--- src/rtl/annb_pkg.sv ---
package annb_pkg;

	localparam int LENGTH_BITS_DEF = 24;
	localparam int FIELD_W         = 24;
	localparam int MAX_RESULTS     = 5;
	localparam int DELAY_DEPTH     = 4;

	localparam logic [4:0] TYPE_MASK = 5'h1F;
	localparam logic [4:0] TYPE_SPS  = 5'd7;
	localparam logic [4:0] TYPE_PPS  = 5'd8;
	localparam logic [4:0] TYPE_AUD  = 5'd9;

	localparam logic [7:0] CODE_ONE  = 8'h01;
	localparam int         TAG_HDR   = 4;
	localparam int         BODY_BASE = 5;

	// Everything one input byte produces; the output stage derives the
	// per-result fields from the result index.
	typedef struct packed {
		logic [MAX_RESULTS-1:0][7:0] bytes;
		logic [2:0]                  count;
		logic                        has_bytes;
		logic                        first;
		logic                        close;
		logic                        frame;
		logic                        no_code;
		logic                        keep;
		logic [4:0]                  ntype;
		logic [FIELD_W-1:0]          nlen;
		logic [FIELD_W-1:0]          body;
	} batch_t;

	function automatic logic is_kept(input logic [4:0] t);
		is_kept = !(t == TYPE_SPS || t == TYPE_PPS || t == TYPE_AUD);
	endfunction

endpackage

--- src/rtl/annb_byte_if.sv ---
interface annb_byte_if;
	logic       valid;
	logic       ready;
	logic [7:0] data_byte;
	logic       frame_last;

	modport source(output valid, data_byte, frame_last, input ready);
	modport sink(input valid, data_byte, frame_last, output ready);
endinterface

--- src/rtl/annb_nalu_if.sv ---
interface annb_nalu_if;
	logic        valid;
	logic        ready;
	logic [7:0]  out_byte;
	logic        byte_valid;
	logic [4:0]  unit_type;
	logic        nalu_first;
	logic        nalu_last;
	logic        nalu_keep;
	logic [23:0] nalu_length;
	logic        frame_done;
	logic [23:0] body_length;
	logic        no_start_code;
	logic        run_last;

	modport source(output valid, out_byte, byte_valid, unit_type, nalu_first, nalu_last,
		nalu_keep, nalu_length, frame_done, body_length, no_start_code, run_last,
		input ready);
	modport sink(input valid, out_byte, byte_valid, unit_type, nalu_first, nalu_last,
		nalu_keep, nalu_length, frame_done, body_length, no_start_code, run_last,
		output ready);
endinterface

--- src/rtl/annb_parse.sv ---
module annb_parse #(
	parameter int LENGTH_BITS = annb_pkg::LENGTH_BITS_DEF
) (
	input  logic                clk,
	input  logic                arst_n,
	input  logic                take,
	input  logic [7:0]          data_byte,
	input  logic                frame_last,
	output annb_pkg::batch_t    batch
);

	localparam logic [LENGTH_BITS-1:0] LEN_MAX = {LENGTH_BITS{1'b1}};

	logic [7:0]             delay_q [annb_pkg::DELAY_DEPTH];
	logic [2:0]             dcnt_q;
	logic                   seen_q;
	logic                   at_start_q;
	logic [4:0]             type_q;
	logic [LENGTH_BITS-1:0] len_q;
	logic [LENGTH_BITS-1:0] run_q;

	logic [7:0]             nd [annb_pkg::DELAY_DEPTH];
	logic [2:0]             ncnt;
	logic [3:0]             zero;
	logic                   sc;
	logic                   code4;
	logic [2:0]             pay;
	logic [2:0]             a_n;
	logic [2:0]             b_n;
	logic [2:0]             n;
	logic                   seen_n;
	logic                   first;
	logic                   close;
	logic [4:0]             ntype;
	logic                   keep;
	logic [LENGTH_BITS:0]   len_sum;
	logic [LENGTH_BITS-1:0] len_res;
	logic [LENGTH_BITS:0]   tag_sum;
	logic [LENGTH_BITS-1:0] tag_len;
	logic [LENGTH_BITS:0]   body_sum;
	logic [LENGTH_BITS-1:0] body_sat;
	logic [LENGTH_BITS-1:0] run_n;
	logic [31:0]            len_ext;
	logic [31:0]            body_ext;

	always_comb begin
		for (int i = 0; i < annb_pkg::DELAY_DEPTH; i++) begin
			zero[i] = (delay_q[i] == 8'd0);
		end

		// start code detection against the bytes held in the delay line
		sc    = 1'b0;
		code4 = 1'b0;
		pay   = 3'd0;
		case (dcnt_q)
			3'd2: begin
				sc = (data_byte == annb_pkg::CODE_ONE) && zero[0] && zero[1];
			end
			3'd3: begin
				sc    = (data_byte == annb_pkg::CODE_ONE) && zero[1] && zero[2];
				code4 = zero[0];
				pay   = code4 ? 3'd0 : 3'd1;
			end
			3'd4: begin
				sc    = (data_byte == annb_pkg::CODE_ONE) && zero[2] && zero[3];
				code4 = zero[1];
				pay   = code4 ? 3'd1 : 3'd2;
			end
			default: begin
			end
		endcase

		nd = delay_q;
		if (sc) begin
			ncnt = 3'd0;
		end else if (dcnt_q == 3'd4) begin
			nd[0] = delay_q[1];
			nd[1] = delay_q[2];
			nd[2] = delay_q[3];
			nd[3] = data_byte;
			ncnt  = 3'd4;
		end else begin
			nd[dcnt_q[1:0]] = data_byte;
			ncnt            = dcnt_q + 3'd1;
		end

		seen_n = seen_q | sc;
		if (sc) begin
			a_n = seen_q ? pay : 3'd0;
		end else begin
			a_n = (dcnt_q == 3'd4 && seen_q) ? 3'd1 : 3'd0;
		end
		b_n = (frame_last && seen_n) ? ncnt : 3'd0;
		n   = a_n + b_n;

		batch.bytes[0] = (a_n != 3'd0) ? delay_q[0] : nd[0];
		if (a_n == 3'd2) begin
			batch.bytes[1] = delay_q[1];
		end else if (a_n == 3'd1) begin
			batch.bytes[1] = nd[0];
		end else begin
			batch.bytes[1] = nd[1];
		end
		batch.bytes[2] = (a_n == 3'd1) ? nd[1] : nd[2];
		batch.bytes[3] = (a_n == 3'd1) ? nd[2] : nd[3];
		batch.bytes[4] = nd[3];

		// all results of one transaction belong to one NALU
		first = at_start_q && (n != 3'd0);
		close = (n != 3'd0) && (sc || frame_last);
		ntype = first ? (batch.bytes[0][4:0] & annb_pkg::TYPE_MASK) : type_q;
		keep  = annb_pkg::is_kept(ntype);

		len_sum = {1'b0, len_q} + (LENGTH_BITS+1)'(n);
		if (first) begin
			len_res = LENGTH_BITS'(n);
		end else begin
			len_res = len_sum[LENGTH_BITS] ? LEN_MAX : len_sum[LENGTH_BITS-1:0];
		end

		tag_sum  = {1'b0, len_res} + (LENGTH_BITS+1)'(annb_pkg::TAG_HDR);
		tag_len  = tag_sum[LENGTH_BITS] ? LEN_MAX : tag_sum[LENGTH_BITS-1:0];
		body_sum = {1'b0, run_q} + {1'b0, tag_len};
		body_sat = body_sum[LENGTH_BITS] ? LEN_MAX : body_sum[LENGTH_BITS-1:0];
		run_n    = (close && keep) ? body_sat : run_q;

		len_ext  = 32'(len_res);
		body_ext = 32'(run_n);

		batch.count     = (n == 3'd0 && frame_last) ? 3'd1 : n;
		batch.has_bytes = (n != 3'd0);
		batch.first     = first;
		batch.close     = close;
		batch.frame     = frame_last;
		batch.no_code   = !seen_n;
		batch.keep      = keep;
		batch.ntype     = ntype;
		batch.nlen      = len_ext[annb_pkg::FIELD_W-1:0];
		batch.body      = body_ext[annb_pkg::FIELD_W-1:0];
	end

	always_ff @(posedge clk or negedge arst_n) begin
		if (!arst_n) begin
			for (int i = 0; i < annb_pkg::DELAY_DEPTH; i++) begin
				delay_q[i] <= 8'd0;
			end
			dcnt_q     <= 3'd0;
			seen_q     <= 1'b0;
			at_start_q <= 1'b0;
			type_q     <= 5'd0;
			len_q      <= '0;
			run_q      <= LENGTH_BITS'(annb_pkg::BODY_BASE);
		end else if (take) begin
			if (frame_last) begin
				// every frame starts from the reset state
				for (int i = 0; i < annb_pkg::DELAY_DEPTH; i++) begin
					delay_q[i] <= 8'd0;
				end
				dcnt_q     <= 3'd0;
				seen_q     <= 1'b0;
				at_start_q <= 1'b0;
				type_q     <= 5'd0;
				len_q      <= '0;
				run_q      <= LENGTH_BITS'(annb_pkg::BODY_BASE);
			end else begin
				delay_q    <= nd;
				dcnt_q     <= ncnt;
				seen_q     <= seen_n;
				at_start_q <= sc ? 1'b1 : (first ? 1'b0 : at_start_q);
				type_q     <= (n != 3'd0) ? ntype : type_q;
				if (close) begin
					len_q <= '0;
				end else if (n != 3'd0) begin
					len_q <= len_res;
				end
				run_q <= run_n;
			end
		end
	end

endmodule

--- src/rtl/annexb_nalu_splitter.sv ---
// Latency: first result of a transaction is valid the cycle after the byte is accepted.
// Throughput while nalu_stream is ready: one byte per cycle while each byte yields at
// most one result; a byte completing a start code or ending the frame yields up to five
// results, drained one per cycle from the result register; new bytes wait for the last one.
// Reset: arst_n clears the parser to frame-start state and empties the result register.
module annexb_nalu_splitter #(
	parameter int LENGTH_BITS = annb_pkg::LENGTH_BITS_DEF
) (
	input  logic clk,
	input  logic arst_n,
	annb_byte_if.sink   byte_stream,
	annb_nalu_if.source nalu_stream
);

	annb_pkg::batch_t batch;
	annb_pkg::batch_t batch_q;
	logic [2:0]       occ_q;
	logic [2:0]       head_q;
	logic             take;
	logic             pop;
	logic             last_idx;
	logic             bv;
	logic             nalu_end;
	logic             frame_end;

	assign last_idx          = (head_q == occ_q - 3'd1);
	assign byte_stream.ready = (occ_q == 3'd0) || (nalu_stream.ready && last_idx);
	assign take              = byte_stream.valid && byte_stream.ready;
	assign pop               = nalu_stream.valid && nalu_stream.ready;

	annb_parse #(
		.LENGTH_BITS(LENGTH_BITS)
	) u_parse (
		.clk        (clk),
		.arst_n     (arst_n),
		.take       (take),
		.data_byte  (byte_stream.data_byte),
		.frame_last (byte_stream.frame_last),
		.batch      (batch)
	);

	always_ff @(posedge clk or negedge arst_n) begin
		if (!arst_n) begin
			occ_q  <= 3'd0;
			head_q <= 3'd0;
		end else if (take && batch.count != 3'd0) begin
			occ_q  <= batch.count;
			head_q <= 3'd0;
		end else if (pop) begin
			if (last_idx) begin
				occ_q  <= 3'd0;
				head_q <= 3'd0;
			end else begin
				head_q <= head_q + 3'd1;
			end
		end
	end

	always_ff @(posedge clk) begin
		if (take && batch.count != 3'd0) begin
			batch_q <= batch;
		end
	end

	assign bv        = batch_q.has_bytes;
	assign nalu_end  = bv && last_idx && batch_q.close;
	assign frame_end = last_idx && batch_q.frame;

	assign nalu_stream.valid         = (occ_q != 3'd0);
	assign nalu_stream.out_byte      = bv ? batch_q.bytes[head_q] : 8'd0;
	assign nalu_stream.byte_valid    = bv;
	assign nalu_stream.unit_type     = bv ? batch_q.ntype : 5'd0;
	assign nalu_stream.nalu_first    = bv && (head_q == 3'd0) && batch_q.first;
	assign nalu_stream.nalu_last     = nalu_end;
	assign nalu_stream.nalu_keep     = bv && batch_q.keep;
	assign nalu_stream.nalu_length   = nalu_end ? batch_q.nlen : '0;
	assign nalu_stream.frame_done    = frame_end;
	assign nalu_stream.body_length   = frame_end ? batch_q.body : '0;
	assign nalu_stream.no_start_code = frame_end && batch_q.no_code;
	assign nalu_stream.run_last      = last_idx;

endmodule
--- src/flat_wrapper.sv ---
// flat-port wrapper written by rule: the top's interface ports become plain ports
module annexb_nalu_splitter_flat 
#(
	parameter int LENGTH_BITS = annb_pkg::LENGTH_BITS_DEF
)
  (clk, arst_n, byte_stream_valid, byte_stream_data_byte, byte_stream_frame_last, byte_stream_ready, nalu_stream_valid, nalu_stream_out_byte, nalu_stream_byte_valid, nalu_stream_unit_type, nalu_stream_nalu_first, nalu_stream_nalu_last, nalu_stream_nalu_keep, nalu_stream_nalu_length, nalu_stream_frame_done, nalu_stream_body_length, nalu_stream_no_start_code, nalu_stream_run_last, nalu_stream_ready);
  annb_byte_if byte_stream_i ();
  annb_nalu_if nalu_stream_i ();
  input  logic clk;
  input  logic arst_n;
  input wire logic [$bits(byte_stream_i.valid)-1:0] byte_stream_valid;
  input wire logic [$bits(byte_stream_i.data_byte)-1:0] byte_stream_data_byte;
  input wire logic [$bits(byte_stream_i.frame_last)-1:0] byte_stream_frame_last;
  output wire logic [$bits(byte_stream_i.ready)-1:0] byte_stream_ready;
  output wire logic [$bits(nalu_stream_i.valid)-1:0] nalu_stream_valid;
  output wire logic [$bits(nalu_stream_i.out_byte)-1:0] nalu_stream_out_byte;
  output wire logic [$bits(nalu_stream_i.byte_valid)-1:0] nalu_stream_byte_valid;
  output wire logic [$bits(nalu_stream_i.unit_type)-1:0] nalu_stream_unit_type;
  output wire logic [$bits(nalu_stream_i.nalu_first)-1:0] nalu_stream_nalu_first;
  output wire logic [$bits(nalu_stream_i.nalu_last)-1:0] nalu_stream_nalu_last;
  output wire logic [$bits(nalu_stream_i.nalu_keep)-1:0] nalu_stream_nalu_keep;
  output wire logic [$bits(nalu_stream_i.nalu_length)-1:0] nalu_stream_nalu_length;
  output wire logic [$bits(nalu_stream_i.frame_done)-1:0] nalu_stream_frame_done;
  output wire logic [$bits(nalu_stream_i.body_length)-1:0] nalu_stream_body_length;
  output wire logic [$bits(nalu_stream_i.no_start_code)-1:0] nalu_stream_no_start_code;
  output wire logic [$bits(nalu_stream_i.run_last)-1:0] nalu_stream_run_last;
  input wire logic [$bits(nalu_stream_i.ready)-1:0] nalu_stream_ready;
  assign byte_stream_i.valid = byte_stream_valid;
  assign byte_stream_i.data_byte = byte_stream_data_byte;
  assign byte_stream_i.frame_last = byte_stream_frame_last;
  assign byte_stream_ready = byte_stream_i.ready;
  assign nalu_stream_valid = nalu_stream_i.valid;
  assign nalu_stream_out_byte = nalu_stream_i.out_byte;
  assign nalu_stream_byte_valid = nalu_stream_i.byte_valid;
  assign nalu_stream_unit_type = nalu_stream_i.unit_type;
  assign nalu_stream_nalu_first = nalu_stream_i.nalu_first;
  assign nalu_stream_nalu_last = nalu_stream_i.nalu_last;
  assign nalu_stream_nalu_keep = nalu_stream_i.nalu_keep;
  assign nalu_stream_nalu_length = nalu_stream_i.nalu_length;
  assign nalu_stream_frame_done = nalu_stream_i.frame_done;
  assign nalu_stream_body_length = nalu_stream_i.body_length;
  assign nalu_stream_no_start_code = nalu_stream_i.no_start_code;
  assign nalu_stream_run_last = nalu_stream_i.run_last;
  assign nalu_stream_i.ready = nalu_stream_ready;
  annexb_nalu_splitter #(.LENGTH_BITS(LENGTH_BITS)) u_core (.clk(clk), .arst_n(arst_n), .byte_stream(byte_stream_i), .nalu_stream(nalu_stream_i));
endmodule
--- config.mk ---
export PLATFORM = sky130hd
export DESIGN_NAME = annexb_nalu_splitter_flat
export DESIGN_NICKNAME = d
export VERILOG_FILES = /design/src/rtl/annb_pkg.sv /design/src/rtl/annb_byte_if.sv /design/src/rtl/annb_nalu_if.sv /design/src/rtl/annb_parse.sv /design/src/rtl/annexb_nalu_splitter.sv /design/src/flat_wrapper.sv
export SDC_FILE = /design/constraint.sdc
export NUM_CORES = 1
export LEC_CHECK = 0
export BUFFER_PORTS_ARGS = -buffer_cell sky130_fd_sc_hd__buf_4
export CELL_PAD_IN_SITES_DETAIL_PLACEMENT = 0
export CELL_PAD_IN_SITES_GLOBAL_PLACEMENT = 2
export CORE_MARGIN = 2
export CORE_UTILIZATION = 27
export DETAILED_ROUTE_END_ITERATION = 12
export HOLD_SLACK_MARGIN = 0.02
export PLACE_DENSITY_LB_ADDON = 0.1
export SKIP_CTS_REPAIR_TIMING = 1
export SYNTH_ARGS = -nofsm -noshare
export SYNTH_HDL_FRONTEND = slang
export SYNTH_SLANG_ARGS = --single-unit
--- constraint.sdc ---
create_clock -name clk -period 15.2 [get_ports clk]
set_clock_uncertainty 0.15 [all_clocks]
set_input_delay 1.52 -clock clk [delete_from_list [all_inputs] [get_ports clk]]
set_output_delay 1.52 -clock clk [all_outputs]
set_load 0.01 [all_outputs]
==> flow_summary.ini <==
[run_status]
status = finished, final reports clean

[flow_run]
maxCapViolations = 0

[setup_path]
arrival_ns = 11.52
r2r_end = u_core.u_parse.run_q[22]
reg2reg_setup_slack_ns = 4.32
cp.required_ns = 15.40
cp_slowest_stage_delay_ns = 0.62
crit_fanout = 29
worstSetupPathType = input pin to flip-flop
slowest_stage = nand4_1
crit_end = u_core.u_parse.run_q[22]
cp-start-kind = input pin
endpoint_kind = flip-flop
r2r-start = u_core.u_parse.delay_q[29]
reg2regPathDepth = 32
startpoint = byte_stream_data_byte[4]

[power_and_ir_drop]
total_power_w = 0.00203
p_leak_nw = 5.91
ir_drop_mv = 0.0555
power.density_nw_per_um2 = 145

[cells_and_area]
finalNetCount = 1361
drive_gt1_share_pct = 14.0
postLayoutCoreUtil_pct = 31.6
fin_cells = 1911
fill_cells = 4623
antennaDiodeCount = 0
areaGrowthSynthToFinish_pct = 15.6

[drt]
postRouteWirelength_um = 39900
drc_errors = 0
vias = 9592
via_per_inst = 5.02
ant_nets = 0
firstDrtPassIters = 7
routedWlPerCell_um = 20.9
drt_iter0_markers = 659

[global_routing]
grt_max_degree = 63
overflow = 0
grt_pass1_vias = 9623
grt_use_total_pct = 17.7
grt_first_pass_wirelength_um = 62600
grt_antenna_before_repair = 0

[clocking]
clock-root-buffer = clkbuf_16
cts_buffers = 17
clk_latency_ns = 0.47
numClockSinks = 195
cts_buffer_depth = 2
cts_tree = yes
clkSlewWorstSetupHoldPaths_ns = 0.08
htree_levels = 4

[synth]
synth_edf_count = 99
synth_largest_area_cell = edfxtp_1
synth.area.top_cells = edfxtp_1, dfrtp_1, nand2_1
netlist_instances = 1253
ys.flop_type = edfxtp_1
syn_area_per_cell_sq_um = 9.64
ys_top_cells_by_count = nand2_1, o21ai_0, edfxtp_1
synthDistinctLibCells = 75
yosys_warnings = 0
async_flop_share_pct = 49.2
post-synth-top-count-cell = nand2_1
syn_nets = 1308
synth_top_area_share_pct = 24.6
syn-cell-area_sq_um = 12100
yosysSeqAreaShare_pct = 44.5
synth_seq_cells = 195

[floorplan]
core_area_sq_um = 44200
die_w_um = 216
die_h_um = 216
dieArea_sq_um = 46400
rows = 77
ios = 83
start_util_pct = 27.3

[timing]
slew-limit-headroom_pct = 34.5
fmax_ghz = 0.0884
finalSetupTns_ns = 0
rsz0062_at_grt = false
finalCritPeriodShare_pct = 74.4
setup_violations = 0
worstMarginPinSlew_ns = 0.981
fin_crit_ns = 11.31
hold_viol = 0
setup_slack_ns = 3.89
drv_slew = 0

[place]
hpwlAfterDp_um = 28700
pre_cts_slack_ns = 3.42
dp.cells = 1879
port_buffers = 82
finalWeightedCongestion = 0.812

[worst_hold_path]
min_delay_path_depth = 2
min-delay-path-class = flip-flop to flip-flop
min_from = u_core.u_parse.type_q[4]
-- worst min-delay path by stage --
stage                               end
3_3_place_gp    u_core.u_parse.len_q[0]
5_1_grt         u_core.u_parse.len_q[0]
3_5_place_dp   u_core.u_parse.type_q[4]
6_report       u_core.u_parse.type_q[4]
2_1_floorplan   u_core.u_parse.len_q[0]
4_1_cts        u_core.u_parse.type_q[4]
-- report_power, final --
group / switching [W] / internal, W / total [W]
sequential: 0.000101 / 0.000683 / 0.000785
clock: 0.000253 / 0.000227 / 0.000479
combinational: 0.000473 / 0.000293 / 0.000766
total: 0.000827 / 0.00120 / 0.00203
-- sequential cells by signal, summed over array words and instances, names as in the netlist --
name / count
u_core.occ_q: 3
u_core.u_parse.seen_q: 1
u_core.u_parse.delay_q: 32
u_core.u_parse.len_q: 24
u_core.head_q: 3
u_core.nalu_stream.byte_valid: 1
u_core.u_parse.type_q: 5
u_core.u_parse.at_start_q: 1
u_core.u_parse.dcnt_q: 3
u_core.u_parse.run_q: 24
u_core.batch_q: 98
-- kinds of logic (layout without fill, tap and decap cells) --
group / count (synthesis) / in the layout / synth area share, %
AND/OR/NAND/NOR: 436 / 436 / 18.3
AO/OA/AOI/OAI: 367 / 367 / 20.4
flip-flops: 195 / 195 / 44.5
buffers and inverters: 115 / 181 / 3.74
XOR/XNOR: 51 / 51 / 3.70
multiplexers: 47 / 47 / 4.83
adder cells (fa/ha/maj): 42 / 42 / 4.54
-- worst max-delay path: cells and delay by family --
kind                       cells  cell delay, ns
and+or+nand+nor               12            3.70
xor gates and xnor gates       1            0.50
AOI/OAI and AO/OA             11            3.54
buffers and inverters          3            0.48
adders and majority gates      6            1.72
-- metrics by stage --
| step | hold WS [ns] | instance area, sq um |
|---|---|---|
| 2_1_floorplan | 0.306 | 12100 |
| 3_3_place_gp | 0.330 | 13300 |
| 3_5_place_dp | 0.344 | 13300 |
| 4_1_cts | 0.362 | 14000 |
| 5_1_grt | 0.379 | 14000 |
| 6_report | 0.359 | 14000 |
-- metal layers --
| metal | share of wire [%] | global-route usage, % |
|---|---|---|
| met5 | 0 | 0 |
| met4 | 1.1 | 4.62 |
| met3 | 2.7 | 2.51 |
| met2 | 40 | 24.5 |
| met1 | 56 | 28.2 |
-- cell type report --
type | instances | area (sq um) | share of cell area, %
multi-input combinational | 943 | 6280 | 45.0
sequential | 195 | 5380 | 38.5
timing repair buffer | 100 | 751 | 5.38
tap | 592 | 741 | 5.31
clock buffer | 17 | 425 | 3.05
clock inverter | 15 | 191 | 1.37
inverter | 49 | 186 | 1.34
-- cells in the final DEF (no fill, tap or decap), types with 6 or more instances in the layout --
master and count:
a21oi_1 47, nor3b_1 6, and3_1 31, and2_1 37, o21ai_0 103, o22a_1 8
nor2b_1 15, ha_1 39, a21o_1 23, inv_1 45, xor2_1 18, mux2_2 8
nand3_1 22, o21a_1 7, nor3_1 17, nor4_1 11, o31a_1 14, or2_2 9
nand4_1 9, nor2_1 81, xnor2_1 33, dfrtp_1 94, clkbuf_16 17, buf_4 100
edfxtp_1 99, nand2_1 150, a22oi_1 26, and4_1 6, mux4_2 8, nand2b_1 10
o211ai_1 46, o21bai_1 17, o22ai_1 16, a221o_1 7, a22o_1 20, mux2i_1 29
No activity file was read; power rests on OpenSTA's default activity.
